===== src/bmcs_pkg.sv =====
// Package for the checkerboard swap block: field widths, codes, item and
// result types shared by the interfaces, the evaluator and the top level.
`default_nettype none
package bmcs_pkg;

   localparam int DEF_MAX_ROWS = 64;
   localparam int DEF_MAX_COLS = 64;

   localparam int MODE_W  = 2;
   localparam int IDX_W   = 6;
   localparam int LIM_W   = 7;
   localparam int CNT_W   = 31;
   localparam int CSR_A_W = 2;
   localparam int CSR_D_W = 31;

   typedef enum logic [MODE_W-1:0] {
      MODE_LOAD = 2'd0,
      MODE_SWAP = 2'd1,
      MODE_READ = 2'd2,
      MODE_NOP  = 2'd3
   } bmcs_mode_type;

   typedef enum logic [CSR_A_W-1:0] {
      CSR_NUM_ROWS = 2'd0,
      CSR_NUM_COLS = 2'd1,
      CSR_TARGET   = 2'd2
   } bmcs_csr_type;

   typedef enum logic [1:0] {
      ST_CLEAR,
      ST_IDLE,
      ST_EXEC,
      ST_WRB
   } bmcs_state_type;

   typedef struct packed {
      logic [MODE_W-1:0] mode;
      logic [IDX_W-1:0]  row_a;
      logic [IDX_W-1:0]  row_b;
      logic [IDX_W-1:0]  col_a;
      logic [IDX_W-1:0]  col_b;
      logic              load_bit;
   } bmcs_req_type;

   typedef struct packed {
      logic             read_bit;
      logic             swapped;
      logic [CNT_W-1:0] swaps_done;
      logic             done_res;
      logic             index_error;
   } bmcs_rsp_type;

   typedef struct packed {
      logic index_error;
      logic hit;
      logic read_bit;
      logic wr_a;
   } bmcs_eval_type;

endpackage
`default_nettype wire


===== src/bmcs_ram.sv =====
// Generic single-write, dual-read RAM with registered read data.
// Depends on bmcs_pkg for default sizes.
`default_nettype none
module bmcs_ram #(
   parameter int WIDTH = bmcs_pkg::DEF_MAX_COLS,
   parameter int DEPTH = bmcs_pkg::DEF_MAX_ROWS,
   localparam int AW   = $clog2(DEPTH)
) (
   input  wire logic             clock,
   input  wire logic             we,
   input  wire logic [AW-1:0]    waddr,
   input  wire logic [WIDTH-1:0] wdata,
   input  wire logic [AW-1:0]    raddr_a,
   input  wire logic [AW-1:0]    raddr_b,
   output logic      [WIDTH-1:0] rdata_a,
   output logic      [WIDTH-1:0] rdata_b
);
   logic [WIDTH-1:0] mem_ff [DEPTH];
   logic [WIDTH-1:0] rdata_a_ff;
   logic [WIDTH-1:0] rdata_b_ff;

   always_ff @(posedge clock) begin
      if (we) begin
         mem_ff[waddr] <= wdata;
      end
      rdata_a_ff <= mem_ff[raddr_a];
      rdata_b_ff <= mem_ff[raddr_b];
   end

   assign rdata_a = rdata_a_ff;
   assign rdata_b = rdata_b_ff;
endmodule
`default_nettype wire


===== config.mk =====
export PLATFORM = sky130hd
export DESIGN_NAME = bmcs_ram
export DESIGN_NICKNAME = d
export VERILOG_FILES = /design/src/bmcs_pkg.sv /design/src/bmcs_ram.sv
export SDC_FILE = /design/constraint.sdc
export NUM_CORES = 2
export LEC_CHECK = 0
export ABC_AREA = 0
export BUFFER_PORTS_ARGS = -buffer_cell sky130_fd_sc_hd__buf_2
export CORE_ASPECT_RATIO = 0.75
export CORE_MARGIN = 2
export CORE_UTILIZATION = 40
export CTS_CLUSTER_SIZE = 16
export DETAILED_ROUTE_END_ITERATION = 8
export HOLD_SLACK_MARGIN = 0.03
export SYNTH_ARGS = -nofsm -noshare
export SYNTH_HDL_FRONTEND = slang
export SYNTH_SLANG_ARGS = --single-unit

===== constraint.sdc =====
create_clock -name clock -period 7.04 [get_ports clock]
set_input_delay 0.352 -clock clock [delete_from_list [all_inputs] [get_ports clock]]
set_output_delay 0.352 -clock clock [all_outputs]
set_load 0.02 [all_outputs]

# [Word-level counts from Yosys, hierarchy flattened]
# Memory sizes are Yosys's and may differ from the RTL's. A register that Yosys moved wholly into a read port is not among the register bits.
# Cells that the tools add are included.
[totals] regBits=0 ramBits=4096 input_bits=84 n_memories=1
[memory_table] memory="mem_ff" depth=64 width=64 read_ports=2 rd_clocked_by_memory_dff=2 wr=1 line="bmcs_ram.sv:18" text="logic [WIDTH-1:0] mem_ff [DEPTH];"
[classes] n_mux=2
[ops] op="two-way mux 1 bit" count=2

# [Logic depth before layout (Yosys ltp)]
[depth] word_depth=2 mapped_depth=9 depth_no_buf=5

# [Least setup slack after synthesis]
# Ideal clock, no wire load.
[synth_path] kind="input-to-reg" from="in waddr[3]" to="mem mem_ff[48][0] in the netlist's numbering (enable)" setup_time_ns=0.564 arrival_time_ns=5.198 slack_ns=1.278 path_stages=4 path_cell_list="clkbuf_1 -> nor2b_1 -> nand4b_1 -> nor3_1"
[synth_rtl] element="start, declared" line="bmcs_ram.sv:11" text="input wire logic [AW-1:0] waddr,"
[synth_rtl] element="end, declared" line="bmcs_ram.sv:18"
# Straight into the memory's write port.

==> flow_summary.json <==
{
  "fp-row-count": 217,
  "drt_wl_total_um": 724000,
  "die_width_um": 795,
  "cp_slowest_stage_delay_ps": 980,
  "grt_start_max_net_pins": 124,
  "clockRootBuffer": "sky130_fd_sc_hd__clkbuf_16",
  "finalWorstPathRequiredPeriod_ps": 3840,
  "fillCellCount": 38600,
  "critical_path_buf_inv_count": 5,
  "dpl.hpwl_um": 407000,
  "top_reg_cell_synth": "sky130_fd_sc_hd__edfxtp_1",
  "synth.lib_cells_used.distinct": 42,
  "synth-seq-cells": 4224,
  "area_growth_pct": 12.4,
  "number_of_endpoints_with_negative_hold_slack_in_the_final_report": 0,
  "finClkSkew_ps": 51.3,
  "setup.worst_path.class": "input port to flop",
  "drive_gt1_frac": 0.352,
  "setup-violations-final": 0,
  "io-pin-count": 212,
  "die-area_um2": 475000,
  "leakagePower_uw": 0.0644,
  "post_layout_util": 0.452,
  "startpoint_type": "input port",
  "max_freq_mhz": 260,
  "timing.hold.worst.class": "input port to flop",
  "detail_route.vias_per_cell": 7.15,
  "clockBufferDepth": 4,
  "timing.critical_path.mode_cell": "sky130_fd_sc_hd__buf_4",
  "grt_pass1_wl_um": 970000,
  "slowest_cell_on_the_critical_path": "sky130_fd_sc_hd__nor4_1",
  "wl_per_cell_um": 45.8,
  "synth-seq-area-share": 0.669,
  "ir_drop_mv": 0.241,
  "power_per_cell_area_nw_per_um2": 263,
  "final_min_period_over_clock_period": 0.545,
  "slew_headroom": 0.100,
  "synth.net_count": 8925,
  "die_y_um": 597,
  "critPathTopFamily": "buffers and inverters",
  "port_buffers": 211,
  "crit_path_cell_chain": "dlygate4sd3_1 > buf_8 > nor2b_1 > buf_4 > nand2_4 > buf_4 > o22ai_1 > nor4_1 > buf_4 > o22a_1",
  "outcome": "finished, final reports clean",
  "deepest_level_of_the_cts_h_tree": 5,
  "end_kind": "flop",
  "avgSynthCellArea_um2": 21.2,
  "detailroute.via_count": 113000,
  "ant_nets": 0,
  "worst-path-max-fanout": 61,
  "track_usage": 0.299,
  "max_slew.worst_pin.slew_ps": 1340,
  "synth-edff-count": 4096,
  "ys_async_sr_fraction": 0,
  "slew_viol_final": 0,
  "footprint_of_the_multi_input_gates_um2": 59200,
  "path_clk_slew_ps": 70,
  "fp.coreArea_um2": 467000,
  "arrival_time_of_the_worst_setup_path_ps": 4830,
  "tritoncts": "yes",
  "ys.warnings.count": 0,
  "gp_congestion": 0.875,
  "drtIter0Drc": 21600,
  "synthCells": 8841,
  "required_ps": 8030,
  "layout.area.seq_um2": 126000,
  "clock_latency_ps": 1060,
  "antenna_found_initial": 106,
  "drt_drc_violations_left": 0,
  "first_global_vias": 110000,
  "syn-cell-area_um2": 188000,
  "tritoncts_num_sinks": 4224,
  "initial_core_util": 0.402,
  "cts-buffers-inserted": 410,
  "finish.net_count": 9175,
  "max_cap_violation_count": 0,
  "grt_overflow_total": 0,
  "setup_repair_after_global_routing_missed_its_margin": "false",
  "drt_first_pass_iters": 7,
  "timing.setup.tns_ps": 0
}
[power breakdown]
group / switching (uW) / internal [uW] / total (uW)
logic: 2940 / 1680 / 4620
registers: 337 / 27800 / 28200
clock network: 10200 / 12400 / 22600
total: 13500 / 42000 / 55500
[metal layers]
metal | wire length, um | global-route usage
met4 | 38300 | 0.139
met5 | 149 | 0
met2 | 316000 | 0.435
met1 | 258000 | 0.417
met3 | 110000 | 0.0884
[repair_timing]
action                                 in CTS  in global routing
endpoints found under the hold margin     886                  0
buffers inserted                            0                  0
resized for setup                           0                  0
hold buffers                               30                  0
[metrics by stage]
stage,hold slack [ps],setup slack (ps),total power (uW),instances,instance area [um2]
2_1_floorplan,451,1280,31100,8841,188000
3_3_place_gp,777,2930,33200,14900,197000
3_5_place_dp,774,2940,33300,14900,197000
4_1_cts,30.2,3400,55500,15700,211000
5_1_grt,126,3150,56600,15800,211000
6_report,78.3,3200,55500,15800,211000
[cells in the final DEF (no fill, tap or decap), types with 113 or more instances in the layout]
cell,count
sky130_fd_sc_hd__edfxtp_1,4096
sky130_fd_sc_hd__mux4_2,2016
sky130_fd_sc_hd__o22ai_1,533
sky130_fd_sc_hd__clkbuf_16,413
sky130_fd_sc_hd__buf_4,275
sky130_fd_sc_hd__buf_2,202
sky130_fd_sc_hd__mux2i_1,177
sky130_fd_sc_hd__a22o_1,136
sky130_fd_sc_hd__a221oi_1,134
sky130_fd_sc_hd__dfxtp_1,128
sky130_fd_sc_hd__a21oi_1,127
sky130_fd_sc_hd__diode_2,113
[cell families (layout without fill, tap and decap cells)]
kind of cell | count (synthesis) | count (layout) | synth area share
AO/OA/AOI/OAI | 1247 | 1247 | 0.0480
buffers and inverters | 743 | 1348 | 0.0205
other | 0 | 113 | 0
AND/OR/NAND/NOR | 418 | 418 | 0.0108
multiplexers | 2209 | 2209 | 0.252
flip-flops | 4224 | 4224 | 0.669
[worst reg2reg max path, cell delays in order, from the launching register on]
cell and delay, ps:
sky130_fd_sc_hd__edfxtp_1 390, sky130_fd_sc_hd__mux4_2 240, sky130_fd_sc_hd__o22ai_1 80, sky130_fd_sc_hd__a211oi_1 1050, sky130_fd_sc_hd__a21oi_1 250, sky130_fd_sc_hd__a221oi_2 260
[state kept, by name, summed over array words and instances (netlist names)]
| register | flops |
|---|---|
| rdata_a | 64 |
| rdata_b | 64 |
| mem_ff | 4096 |
[synth_stat cells (6+ instances only)]
library cell                count  area, um2
sky130_fd_sc_hd__a2111oi_0     12        105
sky130_fd_sc_hd__a211oi_1      79        593
sky130_fd_sc_hd__a21oi_1      128        641
sky130_fd_sc_hd__a221oi_1     134       1170
sky130_fd_sc_hd__a221oi_2      19        285
sky130_fd_sc_hd__a22o_1       136       1190
sky130_fd_sc_hd__a22oi_1       37        278
sky130_fd_sc_hd__a311oi_1      13        114
sky130_fd_sc_hd__a31oi_1       14       87.6
sky130_fd_sc_hd__buf_1         33        124
sky130_fd_sc_hd__buf_2        242       1210
sky130_fd_sc_hd__buf_4        140       1050
sky130_fd_sc_hd__buf_6         30        338
sky130_fd_sc_hd__clkbuf_1     296       1110
sky130_fd_sc_hd__dfxtp_1      128       2560
sky130_fd_sc_hd__edfxtp_1    4096     123000
sky130_fd_sc_hd__mux2_2        16        180
sky130_fd_sc_hd__mux2i_1      177       1770
sky130_fd_sc_hd__mux4_2      2016      45400
sky130_fd_sc_hd__nand2_1       39        146
sky130_fd_sc_hd__nand2b_1      18        113
sky130_fd_sc_hd__nand3_1       18       90.1
sky130_fd_sc_hd__nand4_1        8       50.1
sky130_fd_sc_hd__nor2_1       164        616
sky130_fd_sc_hd__nor2b_1       30        188
sky130_fd_sc_hd__nor3_1        63        315
sky130_fd_sc_hd__nor4_1        55        344
sky130_fd_sc_hd__o21ai_1        8       40.0
sky130_fd_sc_hd__o221ai_1      73        639
sky130_fd_sc_hd__o22a_1        51        447
sky130_fd_sc_hd__o22ai_1      533       3330
sky130_fd_sc_hd__or2_2          6       37.5
[final timing paths]
path / from / end / slack (ps) / cells past startpoint
setup / recovery: raddr_b[2] / rdata_b[4] / 3200 / 10
hold / removal: wdata[30] / mem_ff[31][30] / 80 / 1
setup reg to reg: mem_ff[46][44] / rdata_a[44] / 4670 / 5
hold reg to reg: mem_ff[30][50] / rdata_a[50] / 900 / 3
[final cells by class]
type,count,share of cell area
flip-flops and latches,4224,0.595
multi-input cells,3874,0.280
clock buffers,511,0.0517
well taps,6241,0.0370
repair buffers,580,0.0227
clock inverters,256,0.0123
diodes,113,0.00134
inverters,1,0.0000296
Note: power is estimated with default switching activity, not from simulation.
