<file path="src/bmcs_pkg.sv">
// Package for the checkerboard swap block: field widths, codes, item and
// result types shared by the interfaces, the evaluator and the top level.
`default_nettype none
package bmcs_pkg;

   localparam int DEF_MAX_ROWS = 64;
   localparam int DEF_MAX_COLS = 64;

   localparam int MODE_W  = 2;
   localparam int IDX_W   = 6;
   localparam int LIM_W   = 7;
   localparam int CNT_W   = 31;
   localparam int CSR_A_W = 2;
   localparam int CSR_D_W = 31;

   typedef enum logic [MODE_W-1:0] {
      MODE_LOAD = 2'd0,
      MODE_SWAP = 2'd1,
      MODE_READ = 2'd2,
      MODE_NOP  = 2'd3
   } bmcs_mode_type;

   typedef enum logic [CSR_A_W-1:0] {
      CSR_NUM_ROWS = 2'd0,
      CSR_NUM_COLS = 2'd1,
      CSR_TARGET   = 2'd2
   } bmcs_csr_type;

   typedef enum logic [1:0] {
      ST_CLEAR,
      ST_IDLE,
      ST_EXEC,
      ST_WRB
   } bmcs_state_type;

   typedef struct packed {
      logic [MODE_W-1:0] mode;
      logic [IDX_W-1:0]  row_a;
      logic [IDX_W-1:0]  row_b;
      logic [IDX_W-1:0]  col_a;
      logic [IDX_W-1:0]  col_b;
      logic              load_bit;
   } bmcs_req_type;

   typedef struct packed {
      logic             read_bit;
      logic             swapped;
      logic [CNT_W-1:0] swaps_done;
      logic             done_res;
      logic             index_error;
   } bmcs_rsp_type;

   typedef struct packed {
      logic index_error;
      logic hit;
      logic read_bit;
      logic wr_a;
   } bmcs_eval_type;

endpackage
`default_nettype wire

</file>
<file path="src/bmcs_eval.sv">
// Evaluates one word against the two fetched row words: range check, cell
// read, load merge and checkerboard test, with the two cells of each row inverted. Uses bmcs_pkg.
`default_nettype none
module bmcs_eval #(
   parameter int MAX_ROWS = bmcs_pkg::DEF_MAX_ROWS,
   parameter int MAX_COLS = bmcs_pkg::DEF_MAX_COLS
) (
   input  wire bmcs_pkg::bmcs_req_type          item,
   input  wire logic [bmcs_pkg::LIM_W-1:0]      num_rows,
   input  wire logic [bmcs_pkg::LIM_W-1:0]      num_cols,
   input  wire logic [bmcs_pkg::CNT_W-1:0]      swap_cnt,
   input  wire logic [bmcs_pkg::CNT_W-1:0]      target,
   input  wire logic [MAX_COLS-1:0]             row_a_word,
   input  wire logic [MAX_COLS-1:0]             row_b_word,
   output bmcs_pkg::bmcs_eval_type              flags,
   output logic      [MAX_COLS-1:0]             new_a,
   output logic      [MAX_COLS-1:0]             new_b
);
   import bmcs_pkg::*;

   localparam int COL_W = $clog2(MAX_COLS);

   logic             ra_ok, rb_ok, ca_ok, cb_ok;
   logic [COL_W-1:0] ca_idx, cb_idx;
   logic [MAX_COLS-1:0] bit_ca, bit_cb, mask;
   logic             a, b, c, d, board;

   always_comb begin
      ra_ok = ({1'b0, item.row_a} < num_rows) && (32'(item.row_a) < MAX_ROWS);
      rb_ok = ({1'b0, item.row_b} < num_rows) && (32'(item.row_b) < MAX_ROWS);
      ca_ok = ({1'b0, item.col_a} < num_cols) && (32'(item.col_a) < MAX_COLS);
      cb_ok = ({1'b0, item.col_b} < num_cols) && (32'(item.col_b) < MAX_COLS);
      ca_idx = COL_W'(item.col_a);
      cb_idx = COL_W'(item.col_b);
      bit_ca = {{(MAX_COLS-1){1'b0}}, 1'b1} << ca_idx;
      bit_cb = {{(MAX_COLS-1){1'b0}}, 1'b1} << cb_idx;
      mask   = bit_ca | bit_cb;
      a = row_a_word[ca_idx];
      b = row_a_word[cb_idx];
      c = row_b_word[ca_idx];
      d = row_b_word[cb_idx];
      board = (a == d) && (b == c) && (a != b);

      flags = '0;
      new_a = row_a_word ^ mask;
      new_b = row_b_word ^ mask;
      case (item.mode)
         MODE_LOAD: begin
            flags.index_error = !(ra_ok && ca_ok);
            flags.wr_a        = ra_ok && ca_ok;
            new_a = item.load_bit ? (row_a_word | bit_ca) : (row_a_word & ~bit_ca);
         end
         MODE_READ: begin
            flags.index_error = !(ra_ok && ca_ok);
            flags.read_bit    = ra_ok && ca_ok && a;
         end
         MODE_SWAP: begin
            flags.index_error = !(ra_ok && rb_ok && ca_ok && cb_ok);
            flags.hit = ra_ok && rb_ok && ca_ok && cb_ok && (swap_cnt < target)
                        && (item.row_a != item.row_b) && (item.col_a != item.col_b)
                        && board;
            flags.wr_a = flags.hit;
         end
         default: begin
            flags = '0;
         end
      endcase
   end
endmodule
`default_nettype wire

</file>
<file path="config.mk">
export PLATFORM = sky130hd
export DESIGN_NAME = bmcs_eval
export DESIGN_NICKNAME = d
export VERILOG_FILES = /design/src/bmcs_pkg.sv /design/src/bmcs_eval.sv
export SDC_FILE = /design/constraint.sdc
export NUM_CORES = 1
export LEC_CHECK = 0
export BUFFER_PORTS_ARGS = -buffer_cell sky130_fd_sc_hd__buf_4
export CAP_MARGIN = 15
export CORE_AREA = 2 2 142 144
export DETAILED_ROUTE_END_ITERATION = 10
export DIE_AREA = 0 0 144 146
export GPL_TIMING_DRIVEN = 0
export PLACE_DENSITY = 0.7
export SYNTH_ARGS = -nofsm -noshare
export SYNTH_HDL_FRONTEND = slang
export SYNTH_SLANG_ARGS = --single-unit
</file>
<file path="constraint.sdc">
create_clock -name vclk -period 1.78
set_input_delay 0.089 -clock vclk [all_inputs]
set_output_delay 0.089 -clock vclk [all_outputs]
set_load 0.02 [all_outputs]
</file>
# Yosys cells after proc, flatten, opt, wreduce, memory -nomap -nowiden
# Index checks and enable logic that the tools add are counted.
# totals
word_cells	51
reg_bits	0
output_inout_bits	132
input_bits	231
# op_classes
mux	14
bitwise	6
order_cmp	7
n_eq_ne	7
n_shift	2
n_reduce_logical	15
# ops
operator	count
2-to-1 mux 64 bit	2
OR 64 bit	2
<< shifter 1 x 6 -> 64 bit, first input constant	2
XOR 64 bit	2
AND 64 bit	1
NOT 64 bit	1
< comparator 31 bit	1
< comparator 6 x 7 -> 1 bit	4
binary-select mux 1 bit (select 6 bit)	4
< comparator 6 x 7 -> 1 bit, second input constant	2
!= test 6 bit	2
logical AND 1 bit	11
2-to-1 mux 1 bit	6
case mux 1 bit (2 select lines)	2
== test 1 bit	2
== test 2 x 1 -> 1 bit, second input constant	1
== test 2 bit, second input constant	1
zero test 1 bit	2
zero test 2 bit	1
OR reduction 2 bit	1
!= test 1 bit	1

# Logic depth before layout (Yosys ltp)
# Gate-level depths: netlist of the first run.
# logic_depth
depth_word	9
mapped_depth	11
ltp_nobuf	10

# Worst setup path before layout of the first run
# No wires, ideal clock.
# synth_timing
kind	input to output
startpoint	in item[1] (netlist name)
endpoint	out flags[0] (netlist name)
required_ns	1.691
path_slack_ns	-0.562
path_buffers	2
path_stages	10
arrival_time_ns	2.253
cell_sequence	buf_6 -> buf_6 -> mux4_2 -> a22oi_1 -> nand3_1 -> a21oi_1 -> nor2_1 -> nor4bb_1 -> a31oi_1 -> o31ai_1
# synth_rtl
element	line_no	rtl
from (decl)	bmcs_eval.sv:8	input wire bmcs_pkg::bmcs_req_type item,
to (decl)	bmcs_eval.sv:15	output bmcs_pkg::bmcs_eval_type flags,

==> results of run 1 <==
[how the worst max path moves through the flow]
stage / startpoint / endpoint / slack, ps / cells past startpoint
floorplan: item[1] / flags[0] / -310 / 10
global placement: item[2] / flags[0] / -1030 / 12
detailed placement: item[2] / flags[0] / -1080 / 12
CTS: item[8] / flags[0] / -710 / 12
global route: item[8] / flags[2] / -810 / 13
finish: item[8] / flags[2] / -770 / 13
[metal layers]
layer  wire length (um)  vias up
li1                   -     4917
met1              15800     5524
met2              21200     1186
met3               6700      350
met4               4110        0
met5                  0        -
[repair_timing]
action,4_1_cts,5_1_grt
setup buffers,68,42
cloned,1,1
setup endpoints to repair,132,132
hold buffers,0,0
resized for setup,476,236
pin swaps,133,138
[where the power goes]
part	internal (uW)	switching, uW	total [uW]
clock	0	0	0
combinational	1690	2140	3830
sequential	0	0	0
total	1690	2140	3830
[cell families after synthesis]
logic type                 Yosys count  synth area share
and+or+nand+nor                    408             0.240
AOI/OAI and AO/OA                  337             0.298
xor gates and xnor gates            76            0.0922
buffers and inverters              110            0.0685
muxes                               75             0.215
adders and majority gates           50            0.0867
[critical path: stages]
cell,delay (ps)
sky130_fd_sc_hd__buf_8,100
sky130_fd_sc_hd__buf_8,130
sky130_fd_sc_hd__buf_12,150
sky130_fd_sc_hd__buf_12,130
sky130_fd_sc_hd__mux4_2,320
sky130_fd_sc_hd__mux4_2,540
sky130_fd_sc_hd__nor2_1,170
sky130_fd_sc_hd__o21ai_2,90
sky130_fd_sc_hd__nor4bb_4,180
sky130_fd_sc_hd__a31oi_4,220
sky130_fd_sc_hd__buf_4,150
sky130_fd_sc_hd__nor3_2,30
sky130_fd_sc_hd__buf_4,150
[layout make-up]
| type | instances | area [um^2] | area share |
|---|---|---|---|
| timing repair buffer | 468 | 3960 | 0.277 |
| inverter | 43 | 168 | 0.0117 |
| buffer | 62 | 658 | 0.0461 |
| tap | 265 | 332 | 0.0232 |
| multi-input combinational | 946 | 9170 | 0.642 |
[stage by stage]
stage | setup slack [ps] | total power, uW | hold WS [ps]
finish | -774 | 3830 | 465
global route | -811 | 3950 | 480
CTS | -708 | 3430 | 474
detailed placement | -1080 | 2970 | 475
global placement | -1030 | 2940 | 472
floorplan | -312 | 1590 | 265
[placed cells by master, fill, tap and decap left out, types with 5 or more instances in the layout]
cell type / count
sky130_fd_sc_hd__mux2i_1: 8
sky130_fd_sc_hd__clkbuf_2: 9
sky130_fd_sc_hd__ha_1: 49
sky130_fd_sc_hd__o21ai_1: 14
sky130_fd_sc_hd__nand2_2: 26
sky130_fd_sc_hd__nor3_1: 5
sky130_fd_sc_hd__nor3_4: 6
sky130_fd_sc_hd__o21ai_4: 55
sky130_fd_sc_hd__a21oi_1: 16
sky130_fd_sc_hd__buf_12: 25
sky130_fd_sc_hd__o21ai_0: 7
sky130_fd_sc_hd__o21ai_2: 60
sky130_fd_sc_hd__nand3_1: 14
sky130_fd_sc_hd__a31oi_1: 59
sky130_fd_sc_hd__a311oi_2: 64
sky130_fd_sc_hd__clkbuf_1: 11
sky130_fd_sc_hd__buf_8: 6
sky130_fd_sc_hd__nand2_4: 48
sky130_fd_sc_hd__a22oi_2: 6
sky130_fd_sc_hd__nand2_1: 19
sky130_fd_sc_hd__inv_1: 40
sky130_fd_sc_hd__a21o_1: 15
sky130_fd_sc_hd__clkbuf_4: 10
sky130_fd_sc_hd__a22oi_1: 10
sky130_fd_sc_hd__nand4_1: 6
sky130_fd_sc_hd__xor2_1: 68
sky130_fd_sc_hd__nor2b_1: 12
sky130_fd_sc_hd__nor2_2: 27
sky130_fd_sc_hd__nor2_1: 177
sky130_fd_sc_hd__nand2b_1: 6
sky130_fd_sc_hd__a31oi_4: 6
sky130_fd_sc_hd__nand2b_4: 5
sky130_fd_sc_hd__nor2_4: 17
sky130_fd_sc_hd__buf_6: 59
sky130_fd_sc_hd__nand2_8: 10
sky130_fd_sc_hd__mux4_2: 59
sky130_fd_sc_hd__buf_4: 397
==> impl.org, run 1 <==
** Final layout
- Share of layout cells above drive strength 1 :: 0.626
- In the final layout, flip-flops and latches occupy 0 um^2.
- Number of antenna diodes :: 0
- For this run, the share of the core covered by cells in the final layout is 0.739.
- The net count of the finished layout is 1802.
- Number of standard cells in the layout, taps in and fillers out :: 1784
- The design has 0 sequential cells.
- Number of filler instances in the final layout :: 1372
- Design Area, Final :: 14300 um^2
- The clock buffers instantiated in the layout total 0.
- Area delta synth->final :: 98.0%

** Global route
- The number of global-route vias before repair was 10843.
- Summed over all layers, the global routing overflow is 0.
- The number of antenna violations at the first check in global routing came to 0.
- Global routing usage on met1 :: 0.465
- Met2 Use GR :: 0.631
- Total GRT Usage :: 0.391
- First-pass GRT wire length :: 63000 um
- Met3 track utilization from global routing :: 0.0997
- Layer with the highest usage :: met2
- Entering global routing, the biggest net connects 11 pins.

** Floorplan
- Chip Width :: 144 um
- The initialized floorplan defines 51 standard-cell rows.
- Die height :: 146 um
- The die covers 21000 um^2.
- Ports placed on the boundary :: 363
- The core region is 19300 um^2.
- Initial core utilization :: 0.373

** Place
- After detailed placement, the design holds a cell count of 1682.
- Count of buffers from port buffering :: 361
- Standard cell area after detailed placement :: 10800 um^2
- HPWL after detailed placement :: 32100 um
- Weighted congestion reported at the end of routability-driven placement :: 1.03

** Worst setup path
- STA puts the critical path data required time at 1690 ps.
- The worst setup path is of the primary input to output pin kind.
- The worst setup path is captured at an output pin.
- The worst setup path is launched from a primary input.
- Of all nets on the critical path, the largest fanout is 7.
- Crit path DAT :: 2470 ps

** Worst hold path
- Class of the most critical hold timing path :: primary input to output pin
- Worst hold path cell count :: 3
- Hold path startpoint :: row_b_word[1]
- Endpoint of the worst hold-timing path :: new_b[1]

** Drt
- Antenna Violating Nets Remaining :: 0
- Router iterations before antenna repair :: 8
- After the first detailed-routing iteration, the DRC count stood at 1601.
- In the routed layout, each cell is associated on average with a via count of 6.71.
- Remaining DRCs :: 0
- After detailed routing, the total wire length is 47900 um.
- Post-detailed-route wirelength per cell :: 26.8 um
- The detailed router placed 11977 vias in this run.

** STA
- Final Max Tran Viols :: 0
- Final period util :: 1.43
- Final Hold Violating Endpoints :: 0
- Static timing analysis puts the maximum clock frequency at 0.392 GHz.
- Setup violations remaining at the end of the flow were counted as 131.
- Final setup slack of the worst path :: -774 ps
- Worst slew slack as a fraction of its limit :: 0.541
- Accumulated negative setup slack :: -47470 ps
- Unrepaired setup endpoints after global routing :: true
- At the pin with the least slew margin, the transition time is 687 ps.
- For the finished layout, the period the worst path requires is 2550 ps.

** Pwr
- For this design the ratio of total power to cell area is 268 nW/um^2.
- Leakage Power :: 0.00654 uW
- Max rail drop VDD :: 0.000147 V

** Logic synthesis
- Yosys mapped the design onto 54 distinct sky130hd cell types.
- Among all cell types in the netlist, the one instantiated most often is sky130_fd_sc_hd__nor2_1.
- Post-synth top area share :: 0.178
- The Yosys step of the flow raised 0 warnings.
- Synthesized net count :: 1337
- Synthesized netlist cell count :: 1056
- Summed instance area of the synthesized netlist :: 7220 um^2
- Synth top cells by count :: sky130_fd_sc_hd__nor2_1 (221), sky130_fd_sc_hd__o21ai_0 (133), sky130_fd_sc_hd__nand2_1 (103), sky130_fd_sc_hd__xor2_1 (72), sky130_fd_sc_hd__a31oi_1 (68)
- Sequential element share of the synthesized area :: 0
- Syn_area_per_cell :: 6.84 um^2
- Library cell occupying the most area in the post-synthesis netlist :: sky130_fd_sc_hd__mux4_2
- By area the synthesized netlist is led by sky130_fd_sc_hd__mux4_2 (18%), sky130_fd_sc_hd__nor2_1 (11%), sky130_fd_sc_hd__o21ai_0 (9.2%), sky130_fd_sc_hd__xor2_1 (8.7%), sky130_fd_sc_hd__ha_1 (8.7%).

** Run status
- The checks that failed: setup timing.
- The flow ran to the end, but the final reports show violations.

** Flow run
- Max-cap violations in this run came to 0.
Note: power is estimated with default switching activity, not from simulation.
==> run 2, diff against run 1 <==
==> constraint.sdc (replaced) <==
create_clock -name vclk -period 2.2
set_input_delay 0.11 -clock vclk [all_inputs]
set_output_delay 0.11 -clock vclk [all_outputs]
set_load 0.02 [all_outputs]
==> run 2 against run 1 <==
  * The flow still finishes with violations (setup timing)
  * Combinational power down 32%
  * First-iteration DRC count down 6.2%
  * Design area decreased by 20%
  * Hold slack better by 57 ps
  * Critical endpoint is now flags[0]
  * Largest cell class unchanged
  * Highest routed layer unchanged
==> impl.org, run 2 (synthesized netlist as in run 1, its figures left out) <==
** Floorplan
- The initial standard-cell utilization of the core is 0.373 (unchanged).
- The area enclosed by the die boundary was 21000 um^2 (unchanged).
- Area inside the core boundary :: 19300 um^2 (unchanged)
- The chip height came to 146 um (unchanged).
- Chip Width :: 144 um (unchanged)
- The floorplan row count is 51 (unchanged).
- The count of pins on the block boundary is 363 (unchanged).

** Drt
- The via total after detailed routing is 11021 (-8.0%).
- The sum of routed wire length over all layers came to 42100 um (-12%).
- Starting DRC count in detailed routing :: 1501 (-6.2%)
- The number of iterations in the first detailed-routing pass is 6 (-2).
- Antenna Violating Nets Remaining :: 0 (unchanged)
- The ratio of routed vias to standard cells was 6.41 (-4.5%).
- Post-detailed-route wirelength per cell :: 24.5 um (-8.8%)
- The total DRC errors in the routed layout was 0 (unchanged).

** Worst hold path
- Class of the most critical hold timing path :: primary input to output pin
- Hold path startpoint :: row_b_word[29]

** Pwr
- The maximum VDD drop came to 0.0000989 V (-33%).
- The power per unit of standard cell area is 228 nW/um^2 (-15%).
- Total chip power :: 2620 uW (-31%)
- The leakage dissipation came to 0.00515 uW (-21%).

** Final layout
- The library cell used most frequently in the layout, excluding fill and tap cells, is sky130_fd_sc_hd__buf_4.
- The layout cell share with drive strength beyond 1 was 0.415 (-0.211).
- The number of nets in the finished design was 1737 (-3.6%).
- Clock buffer count in the final layout :: 0 (unchanged)
- The number of flip-flops and latches was 0 (unchanged).
- In the layout the commonest cells are sky130_fd_sc_hd__buf_4 (394), sky130_fd_sc_hd__nor2_1 (200), sky130_fd_sc_hd__o21ai_0 (122).
- Area delta synth->final :: 59.1%
- The count of inserted antenna diode cells is 0 (unchanged).
- FF/Latch Area :: 0 um^2 (unchanged)

** Worst setup path
- The slowest stage of the critical path belongs to the cell sky130_fd_sc_hd__mux4_2.
- Most frequent CP cell :: sky130_fd_sc_hd__buf_12
- The peak per-stage delay on the critical path was 490 ps (-50 ps).
- The data arrival time of the worst path was 2320 ps (-150 ps).
- Critical path endpoint category :: output pin
- The critical path goes through buf_12 -> buf_12 -> mux4_2 -> o2111ai_1 -> o221ai_2 -> a32o_2 -> nor4bb_4 -> a31oi_4 -> o31ai_2 -> buf_4.
- The critical path in this run is classified as primary input to output pin.
- Data required time at the worst endpoint :: 2090 ps (+400 ps)
- Crit path from :: item[7]
- Element type at the critical path start :: primary input
- The worst-path maximum fanout was 5 (-2).

** Run status
- Failing checks :: setup timing
- The flow ran to the end, but the final reports show violations.

** STA
- The final total negative setup slack is -433 ps (+47040 ps).
- Setup repair after global routing could not meet its margin everywhere.
- Final period util :: 1.10
- The number of failing hold endpoints at the final stage was 0 (unchanged).
- Based on the critical path, the design can be clocked at up to 0.412 GHz.
- The setup slack after layout came to -226 ps (+548 ps).
- Final setup fails :: 2 (-98%)
- The pin slew with the least headroom to its limit is 820 ps (+133 ps).
- The relative slew slack was 0.453 (-0.0876).
- Final Max Tran Viols :: 0 (unchanged)
- Min cycle time layout :: 2430 ps

** Place
- HPWL after detailed placement :: 31800 um (-0.95%)
- The count of port buffers added during placement is 361 (unchanged).
- The global placer's final weighted congestion came to 0.984 (-4.1%).

** Global route
- Vias in the first global route :: 10265 (-5.3%)
- The global route total overflow was 0 (unchanged).
- Number of antenna violations at the first check in global routing :: 0 (unchanged)
- The overall fraction of global-route tracks in use came to 0.372 (-0.0193).
- The first-pass GRT wire length came to 59500 um (-5.5%).
- Maximum number of pins on one net before global-route repair :: 11 (unchanged)

** Flow run
- The total of max-cap violations came to 0 (unchanged).

** Clocking
- Total of hold buffers inserted after clock tree synthesis :: 0 (unchanged)
## run 2: changes by cell type in the layout (fill, tap and decap cells not counted), sizes merged
cell,change
bufbuf,+1
clkinv,-1
clkinvlp,+1
buf,-66
## run 2: metal layers
metal | track usage | routed length, um
met1 | 0.428 | 14000
met2 | 0.611 | 19200
met3 | 0.0865 | 5560
met4 | 0.248 | 3330
met5 | 0 | 0
## run 2: what timing repair did
action	in CTS	in global routing
resized for setup	159	79
pin swaps	27	20
setup buffers	34	2
cloned	5	0
setup endpoints to repair	131	105
## run 2: final timing paths
check             depth (start not counted)  slack [ps]   endpoint
setup / recovery                         10        -230   flags[0]
hold / removal                            3         520  new_b[29]
## run 2: through the flow
stage / instances / hold slack [ps] / instance area (um^2) / util / setup WS, ps
detailed placement: 1682 / 519 / 10300 / 0.531 / -842
global placement: 1682 / 518 / 10300 / 0.531 / -835
finish: 1719 / 523 / 11500 / 0.594 / -226
floorplan: 1056 / 348 / 7230 / - / -61.4
CTS: 1717 / 522 / 11200 / 0.581 / -210
global route: 1719 / 531 / 11500 / 0.594 / -259
## run 2: final cells by class
class,instances,area [um^2]
timing repair buffer,402,3170
multi-input combinational,946,7280
tap,265,332
inverter,43,165
fill,1875,7850
buffer,63,538
## run 2: power breakdown
group          switching [uW]  leakage (uW)  internal, uW
registers                   0             0             0
logic                    1440       0.00515          1180
clock network               0             0             0
## run 2: worst max-delay path, delay by kind of cell
| family | cells | cell delay [ps] |
|---|---|---|
| and+or+nand+nor | 1 | 320 |
| buffers and inverters | 3 | 420 |
| muxes | 1 | 490 |
| AOI/OAI and AO/OA | 5 | 970 |
